## src/design/afs_pkg.sv

```systemverilog
// afs_pkg: shared types, constants and control store for the feature smoother
`default_nettype none

package afs_pkg;

  // fixed field widths
  localparam int unsigned VAL_W = 16;
  localparam int unsigned HZ_W  = 15;
  localparam int unsigned CFG_W = 2;

  // centroid mapping constants
  localparam logic [HZ_W-1:0] HZ_LOW   = 15'd200;
  localparam logic [HZ_W-1:0] HZ_HIGH  = 15'd8000;
  localparam logic [17:0]     HZ_SCALE = 18'd8604;
  localparam int unsigned     HZ_SHIFT = 10;

  // shared multiplier: signed 17-bit difference times 18-bit positive factor
  localparam int unsigned MUL_A_W = VAL_W + 1;
  localparam int unsigned MUL_B_W = VAL_W + 2;
  localparam int unsigned PROD_W  = MUL_A_W + MUL_B_W;

  // control store size
  localparam int unsigned PROG_LEN = 7;
  localparam int unsigned PC_W     = 3;

  // configuration register indexes
  typedef enum logic [CFG_W-1:0] {
    CFG_SMOOTH_GAIN = 2'd0,
    CFG_ATTACK_GAIN = 2'd1,
    CFG_DECAY_GAIN  = 2'd2
  } cfg_idx_e;

  // multiplier operand select
  typedef enum logic [2:0] {
    MUL_NONE = 3'd0,
    MUL_MAP  = 3'd1,
    MUL_LVL  = 3'd2,
    MUL_CEN  = 3'd3,
    MUL_ONS  = 3'd4,
    MUL_BAS  = 3'd5
  } mul_sel_e;

  // register update select
  typedef enum logic [2:0] {
    UPD_NONE = 3'd0,
    UPD_MAP  = 3'd1,
    UPD_LVL  = 3'd2,
    UPD_CEN  = 3'd3,
    UPD_ONS  = 3'd4,
    UPD_BAS  = 3'd5
  } upd_sel_e;

  // sequencing of the step counter
  typedef enum logic {
    JMP_NEXT = 1'b0,
    JMP_END  = 1'b1
  } jmp_e;

  // one control word
  typedef struct packed {
    mul_sel_e mul;
    upd_sel_e upd;
    logic     load_out;
    jmp_e     jmp;
  } ctrl_t;

  // control store: multiply of one channel overlaps the update of the previous
  function automatic ctrl_t ucode(input logic [PC_W-1:0] pc);
    ctrl_t w;
    w = '{mul: MUL_NONE, upd: UPD_NONE, load_out: 1'b0, jmp: JMP_NEXT};
    case (pc)
      3'd0: w = '{mul: MUL_MAP,  upd: UPD_NONE, load_out: 1'b0, jmp: JMP_NEXT};
      3'd1: w = '{mul: MUL_LVL,  upd: UPD_MAP,  load_out: 1'b0, jmp: JMP_NEXT};
      3'd2: w = '{mul: MUL_CEN,  upd: UPD_LVL,  load_out: 1'b0, jmp: JMP_NEXT};
      3'd3: w = '{mul: MUL_ONS,  upd: UPD_CEN,  load_out: 1'b0, jmp: JMP_NEXT};
      3'd4: w = '{mul: MUL_BAS,  upd: UPD_ONS,  load_out: 1'b0, jmp: JMP_NEXT};
      3'd5: w = '{mul: MUL_NONE, upd: UPD_BAS,  load_out: 1'b0, jmp: JMP_NEXT};
      3'd6: w = '{mul: MUL_NONE, upd: UPD_NONE, load_out: 1'b1, jmp: JMP_END};
      default: w = '{mul: MUL_NONE, upd: UPD_NONE, load_out: 1'b0, jmp: JMP_END};
    endcase
    return w;
  endfunction

endpackage

`default_nettype wire

```

## src/design/audio_feature_smoother.sv

```systemverilog
// audio_feature_smoother: one-pole smoothing of four audio features per frame
`default_nettype none

// Smooths level, centroid, onset and bass of each feature frame with one-pole
// averages (s += gain*(x-s) >>> FRAC_BITS, saturated to 0..65535); the centroid
// is clamped to 200..8000 Hz and mapped to Q0.16 first, and onset uses the
// attack gain when rising and the decay gain otherwise. A small control store
// of seven steps drives one shared 17x18 multiplier; the last step holds while
// the result register is still full and not being taken. One frame is
// processed at a time, and since the ready goes high only in the cycle after
// the last step, a new request is not taken until the previous frame is done.
// Gain registers may be written at any time the block is idle.
module audio_feature_smoother #(
  parameter int unsigned FRAC_BITS = 16
) (
  input  wire                          clk_i,
  input  wire                          rst_ni,
  // configuration writes
  input  wire                          cfg_we_i,
  input  wire  [afs_pkg::CFG_W-1:0]    cfg_idx_i,
  input  wire  [afs_pkg::VAL_W-1:0]    cfg_data_i,
  // frame request
  input  wire                          in_valid_i,
  output logic                         in_ready_o,
  input  wire  [afs_pkg::VAL_W-1:0]    level_i,
  input  wire  [afs_pkg::HZ_W-1:0]     centroid_hz_i,
  input  wire  [afs_pkg::VAL_W-1:0]    onset_i,
  input  wire  [afs_pkg::VAL_W-1:0]    bass_i,
  // result request
  output logic                         out_valid_o,
  input  wire                          out_ready_i,
  output logic [afs_pkg::VAL_W-1:0]    smooth_level_o,
  output logic [afs_pkg::VAL_W-1:0]    smooth_centroid_o,
  output logic [afs_pkg::VAL_W-1:0]    smooth_onset_o,
  output logic [afs_pkg::VAL_W-1:0]    smooth_bass_o
);
  import afs_pkg::*;

  localparam logic [VAL_W-1:0] VAL_MAX = {VAL_W{1'b1}};

  // gain registers
  logic [VAL_W-1:0] smooth_gain_q, attack_gain_q, decay_gain_q;

  // sequencer state
  logic            busy_q, busy_d;
  logic [PC_W-1:0] pc_q, pc_d;
  ctrl_t           ctrl;

  // sampled frame
  logic [VAL_W-1:0] level_q, onset_q, bass_q;
  logic [HZ_W-1:0]  hz_q;

  // averages and mapped centroid
  logic [VAL_W-1:0] level_avg_q, centroid_avg_q, onset_avg_q, bass_avg_q;
  logic [VAL_W-1:0] cen_map_q;

  // datapath
  logic signed [MUL_A_W-1:0] mul_a;
  logic signed [MUL_B_W-1:0] mul_b;
  logic signed [PROD_W-1:0]  prod_d, prod_q;
  logic [HZ_W-1:0]           hz_clamped;
  logic [HZ_W-1:0]           hz_off;
  logic [VAL_W-1:0]          mul_x, mul_s, mul_g, upd_s;
  logic signed [PROD_W-1:0]  delta, sum;
  logic [VAL_W-1:0]          upd_val, map_val;

  // handshakes
  logic in_fire, out_free, step_done;

  // out_valid_q and payload
  logic             out_valid_q;
  logic [VAL_W-1:0] out_lvl_q, out_cen_q, out_ons_q, out_bas_q;

  assign ctrl       = ucode(pc_q);
  assign in_ready_o = !busy_q;
  assign in_fire    = in_valid_i && !busy_q;
  assign out_free   = !out_valid_q || out_ready_i;
  assign step_done  = busy_q && (ctrl.jmp == JMP_END) && out_free;

  // configuration registers
  always_ff @(posedge clk_i or negedge rst_ni) begin
    if (!rst_ni) begin
      smooth_gain_q <= 16'd6554;
      attack_gain_q <= 16'd32768;
      decay_gain_q  <= 16'd3277;
    end else if (cfg_we_i) begin
      case (cfg_idx_i)
        CFG_SMOOTH_GAIN: smooth_gain_q <= cfg_data_i;
        CFG_ATTACK_GAIN: attack_gain_q <= cfg_data_i;
        CFG_DECAY_GAIN:  decay_gain_q  <= cfg_data_i;
        default: ;
      endcase
    end
  end

  // step counter with end-of-program hold while the result register is full
  always_comb begin
    busy_d = busy_q;
    pc_d   = pc_q;
    if (in_fire) begin
      busy_d = 1'b1;
      pc_d   = '0;
    end else if (busy_q) begin
      case (ctrl.jmp)
        JMP_NEXT: pc_d = pc_q + 1'b1;
        JMP_END: begin
          if (out_free) begin
            busy_d = 1'b0;
            pc_d   = '0;
          end
        end
        default: pc_d = '0;
      endcase
    end
  end

  always_ff @(posedge clk_i or negedge rst_ni) begin
    if (!rst_ni) begin
      busy_q <= 1'b0;
      pc_q   <= '0;
    end else begin
      busy_q <= busy_d;
      pc_q   <= pc_d;
    end
  end

  // frame capture
  always_ff @(posedge clk_i) begin
    if (in_fire) begin
      level_q <= level_i;
      hz_q    <= centroid_hz_i;
      onset_q <= onset_i;
      bass_q  <= bass_i;
    end
  end

  // centroid clamp and offset
  always_comb begin
    hz_clamped = hz_q;
    if (hz_q < HZ_LOW) begin
      hz_clamped = HZ_LOW;
    end else if (hz_q > HZ_HIGH) begin
      hz_clamped = HZ_HIGH;
    end
    hz_off = hz_clamped - HZ_LOW;
  end

  // multiplier operand selection
  always_comb begin
    mul_x = '0;
    mul_s = '0;
    mul_g = smooth_gain_q;
    case (ctrl.mul)
      MUL_LVL: begin
        mul_x = level_q;
        mul_s = level_avg_q;
      end
      MUL_CEN: begin
        mul_x = cen_map_q;
        mul_s = centroid_avg_q;
      end
      MUL_ONS: begin
        mul_x = onset_q;
        mul_s = onset_avg_q;
        mul_g = (onset_q > onset_avg_q) ? attack_gain_q : decay_gain_q;
      end
      MUL_BAS: begin
        mul_x = bass_q;
        mul_s = bass_avg_q;
      end
      default: ;
    endcase
    if (ctrl.mul == MUL_MAP) begin
      mul_a = $signed({{(MUL_A_W-HZ_W){1'b0}}, hz_off});
      mul_b = $signed(HZ_SCALE);
    end else begin
      mul_a = $signed({1'b0, mul_x}) - $signed({1'b0, mul_s});
      mul_b = $signed({{(MUL_B_W-VAL_W){1'b0}}, mul_g});
    end
    prod_d = mul_a * mul_b;
  end

  // product register
  always_ff @(posedge clk_i) begin
    if (busy_q && ctrl.mul != MUL_NONE) begin
      prod_q <= prod_d;
    end
  end

  // average update: scale the product, add, saturate
  always_comb begin
    case (ctrl.upd)
      UPD_LVL: upd_s = level_avg_q;
      UPD_CEN: upd_s = centroid_avg_q;
      UPD_ONS: upd_s = onset_avg_q;
      UPD_BAS: upd_s = bass_avg_q;
      default: upd_s = '0;
    endcase
    delta = prod_q >>> FRAC_BITS;
    sum   = $signed({{(PROD_W-VAL_W){1'b0}}, upd_s}) + delta;
    if (sum[PROD_W-1]) begin
      upd_val = '0;
    end else if (|sum[PROD_W-2:VAL_W]) begin
      upd_val = VAL_MAX;
    end else begin
      upd_val = sum[VAL_W-1:0];
    end
    // mapped centroid saturates at full scale
    if (prod_q[HZ_SHIFT+VAL_W]) begin
      map_val = VAL_MAX;
    end else begin
      map_val = prod_q[HZ_SHIFT+VAL_W-1:HZ_SHIFT];
    end
  end

  // averages
  always_ff @(posedge clk_i or negedge rst_ni) begin
    if (!rst_ni) begin
      level_avg_q    <= '0;
      centroid_avg_q <= '0;
      onset_avg_q    <= '0;
      bass_avg_q     <= '0;
    end else if (busy_q) begin
      case (ctrl.upd)
        UPD_LVL: level_avg_q    <= upd_val;
        UPD_CEN: centroid_avg_q <= upd_val;
        UPD_ONS: onset_avg_q    <= upd_val;
        UPD_BAS: bass_avg_q     <= upd_val;
        default: ;
      endcase
    end
  end

  // mapped centroid
  always_ff @(posedge clk_i) begin
    if (busy_q && ctrl.upd == UPD_MAP) begin
      cen_map_q <= map_val;
    end
  end

  // result register
  always_ff @(posedge clk_i or negedge rst_ni) begin
    if (!rst_ni) begin
      out_valid_q <= 1'b0;
    end else if (step_done && ctrl.load_out) begin
      out_valid_q <= 1'b1;
    end else if (out_ready_i) begin
      out_valid_q <= 1'b0;
    end
  end

  always_ff @(posedge clk_i) begin
    if (step_done && ctrl.load_out) begin
      out_lvl_q <= level_avg_q;
      out_cen_q <= centroid_avg_q;
      out_ons_q <= onset_avg_q;
      out_bas_q <= bass_avg_q;
    end
  end

  assign out_valid_o       = out_valid_q;
  assign smooth_level_o    = out_lvl_q;
  assign smooth_centroid_o = out_cen_q;
  assign smooth_onset_o    = out_ons_q;
  assign smooth_bass_o     = out_bas_q;

endmodule

`default_nettype wire
```

## config.mk

```make
export PLATFORM = sky130hd
export DESIGN_NAME = audio_feature_smoother
export DESIGN_NICKNAME = d
export VERILOG_FILES = /design/src/design/afs_pkg.sv /design/src/design/audio_feature_smoother.sv
export SDC_FILE = /design/constraint.sdc
export NUM_CORES = 1
export LEC_CHECK = 0
export BUFFER_PORTS_ARGS = -buffer_cell sky130_fd_sc_hd__buf_2
export CORE_MARGIN = 2
export CORE_UTILIZATION = 45
export DETAILED_ROUTE_END_ITERATION = 7
export PLACE_DENSITY = 0.66
export SLEW_MARGIN = 20
export SYNTH_ARGS = -nofsm -noshare
export SYNTH_HDL_FRONTEND = slang
export SYNTH_SLANG_ARGS = --single-unit
```

## constraint.sdc

```tcl
create_clock -name clk_i -period 10.9 [get_ports clk_i]
set_input_delay 0.545 -clock clk_i [delete_from_list [all_inputs] [get_ports clk_i]]
set_output_delay 0.545 -clock clk_i [all_outputs]
set_load 0.01 [all_outputs]
```

==> reports/metrics.cfg <==
[synthesis]
synth_area_leaders = fa_1 (23%), edfxtp_1 (21%), dfrtp_1 (11%)
netlist_area_um2 = 23800
synth_area_leader_cell = fa_1
distinct_cell_type_count_of_the_synthesized_netlist = 75
synth-warning-count = 0
synth_cells = 2308
synthesis.area_per_instance_um2 = 10.3
synth-seq-area-share_pct = 33.4
postSynthNetCount = 2813
ys_seq_elements = 284
synth_top_area_share_pct = 23.5
synth_enable_flop_cells = 167
synth_top_flop_cell = edfxtp_1
postSynth.asyncResetShare_pct = 41.2

[critical_path]
timing.critical_path.arrival_ps = 10720
cp_max_fo = 24
crit_required_ps = 11240
critical-path-top-cell-by-count = fa_1
setup.worst_path.end_class = flip-flop
crit_path_start_kind = flip-flop
critical_path.slowest_cell = o22ai_1
max_stage_delay_ps = 810
critPathKind = flip-flop to flip-flop

[detailed_routing]
routed_via_density = 5.54
drt_iter0_drc = 1453
postRouteAntennaNets = 0
post-route-drc-count = 0
dr.pass1.iters = 7
wire_per_inst_um = 20.7
totalWireLength_mm = 65.5
vias = 17500

[clock_network]
tritoncts = done
cts_root_buffer = clkbuf_16
clkSlewWorstSetupHoldPaths_ps = 60
htreeDepth = 1
numCtsBuffers = 30
clk_latency_ps = 590
cts_num_sinks = 284
clk_path_buf_depth = 3

[cells_and_area]
syn2layout_area_growth_pct = 11.0
count_of_filler_cells_inserted_in_the_layout = 4726
diodes = 0
num-nets-final = 2959
final_cell_area_um2 = 26400
largest_register = prod_q
post_route_cells_drive_above_1_share_pct = 14.2
largest_register_ffs = 24

[timing]
hold-worst-slack_ps = 125
drv_slew = 0
clock-skew-final_ps = 20.9
finalSetupViolations = 0
report.final.hold_viol_count = 0
finalWorstSetupSlack_ps = 517
fmax_ghz = 0.0963
post-route-period-util_pct = 95.3
slew-limit-headroom_pct = 25.7
worstMarginPinSlew_ps = 1110
totalNegativeSetupSlack_ps = 0
period_needed_ps = 10380

[global_routing]
globalRoute.busiestLayer = met2
grt_pass1_vias = 18400
antenna_violations_before_repair = 0
gr-usage-met3_pct = 3.36
grt-ovfl-total = 0
grt_pass1_wl_mm = 104
grt_max_degree = 70
grt_usage_pct = 24.5
grt_use_met1_pct = 32.5
grt_use_met2_pct = 41.5

[placement]
dpl-instance-area_um2 = 25400
globalplace.congestion = 0.981
io_buffer_count = 151
detailed_place_hpwl_mm = 53.4
pre_cts_slack_ps = 257

[die]
die_wd_um = 234
core_area_um2 = 52400
initial_utilization_pct = 45.4
row_count = 84
dieArea_um2 = 54800
dieHeight_um = 234
io_pins = 152

[run_status]
outcome = finished, final reports clean

[flow_run]
maxCapViolCount = 0

[min_path]
holdCritPathClass = input port to flip-flop

==> cells in the mapped netlist, drive strengths merged, types with 10 or more instances <==
cell type,count
a21oi,77
mux2i,21
nor3,23
nor2b,17
nand3,22
mux2,54
a222oi,48
xor2,18
edfxtp,167
nand2,319
a211oi,15
clkbuf,66
fa,279
and2,43
o21ai,92
a31oi,10
dfrtp,102
inv,369
a21boi,21
ha,140
a21o,34
and3,17
buf,13
xnor2,39
nor2,154
dfstp,15
or2,20
o21a,17
==> placed cells by master, fill, tap and decap left out, types with 21 or more instances in the layout <==
cell type / count
inv_1: 368
nand2_1: 319
fa_1: 279
edfxtp_1: 167
nor2_1: 152
buf_2: 150
ha_1: 140
dfrtp_1: 101
o21ai_0: 89
a21oi_1: 74
mux2_2: 54
a222oi_1: 48
and2_1: 42
buf_4: 42
xnor2_1: 39
a21o_1: 32
clkbuf_16: 30
nor3_1: 22
nand3_1: 22
mux2i_1: 21
==> cell families after synthesis <==
group	share of synthesized area, %
buffers and inverters	7.18
xor gates and xnor gates	2.10
DFF	33.4
and+or+nand+nor	11.8
muxes	3.44
adders and majority gates	30.8
AOI/OAI and AO/OA	11.2
==> worst max-delay path: cells and delay by family, from the launching register on <==
| family | cells | cell delay (ps) |
|---|---|---|
| flops | 1 | 450 |
| fa+ha+maj | 10 | 4350 |
| buf+inv | 4 | 490 |
| xor+xnor | 2 | 310 |
| compound gates | 13 | 3210 |
| simple gates | 5 | 1270 |
==> per-stage QoR <==
step,instances,utilization (%)
final,3166,50.4
after global routing,3166,50.4
after CTS,3165,50.3
after detailed placement,3108,48.5
after global placement,3107,48.5
after floorplan,2308,-
==> metal layers <==
metal | vias up | wire length [µm] | part of all wire (%)
li1 | 7960 | - | -
met1 | 8775 | 27600 | 42
met2 | 654 | 31200 | 48
met3 | 146 | 4340 | 6.6
met4 | 0 | 2410 | 3.7
met5 | - | 0 | 0
==> path summary, 6_finish.rpt <==
| path | startpoint | to | slack, ps | cells past startpoint |
|---|---|---|---|---|
| worst min-delay path | level_i[12] | level_q[12] | 120 | 1 |
| min in group asynchronous | rst_ni | smooth_gain_q[14] | 530 | 2 |
| worst max register to register | pc_q[0] | prod_q[30] | 520 | 34 |
| max in group asynchronous | rst_ni | pc_q[2] | 8950 | 3 |
| worst max-delay path | pc_q[0] | prod_q[30] | 520 | 34 |
| worst min register to register | prod_q[12] | cen_map_q[2] | 500 | 1 |
==> layout make-up <==
| class | instances | area (µm²) | area share [%] |
|---|---|---|---|
| Tap cell | 688 | 861 | 3.26 |
| Multi-Input combinational cell | 1576 | 14200 | 53.7 |
| Inverter | 369 | 1390 | 5.26 |
| Clock inverter | 17 | 151 | 0.573 |
| Timing Repair Buffer | 193 | 1080 | 4.07 |
| Sequential cell | 284 | 7960 | 30.1 |
| Clock buffer | 39 | 795 | 3.01 |
==> what timing repair did <==
action                                  in CTS  in global routing
endpoints found under the hold margin       33                  0
hold buffers                                 1                  0
buffers inserted                             0                  1
gates resized for setup                      0                  6
endpoints found under the setup margin       0                  9
Power is not shown: default switching activity piles up to over one toggle a cycle in this logic, so the estimate is an artifact.
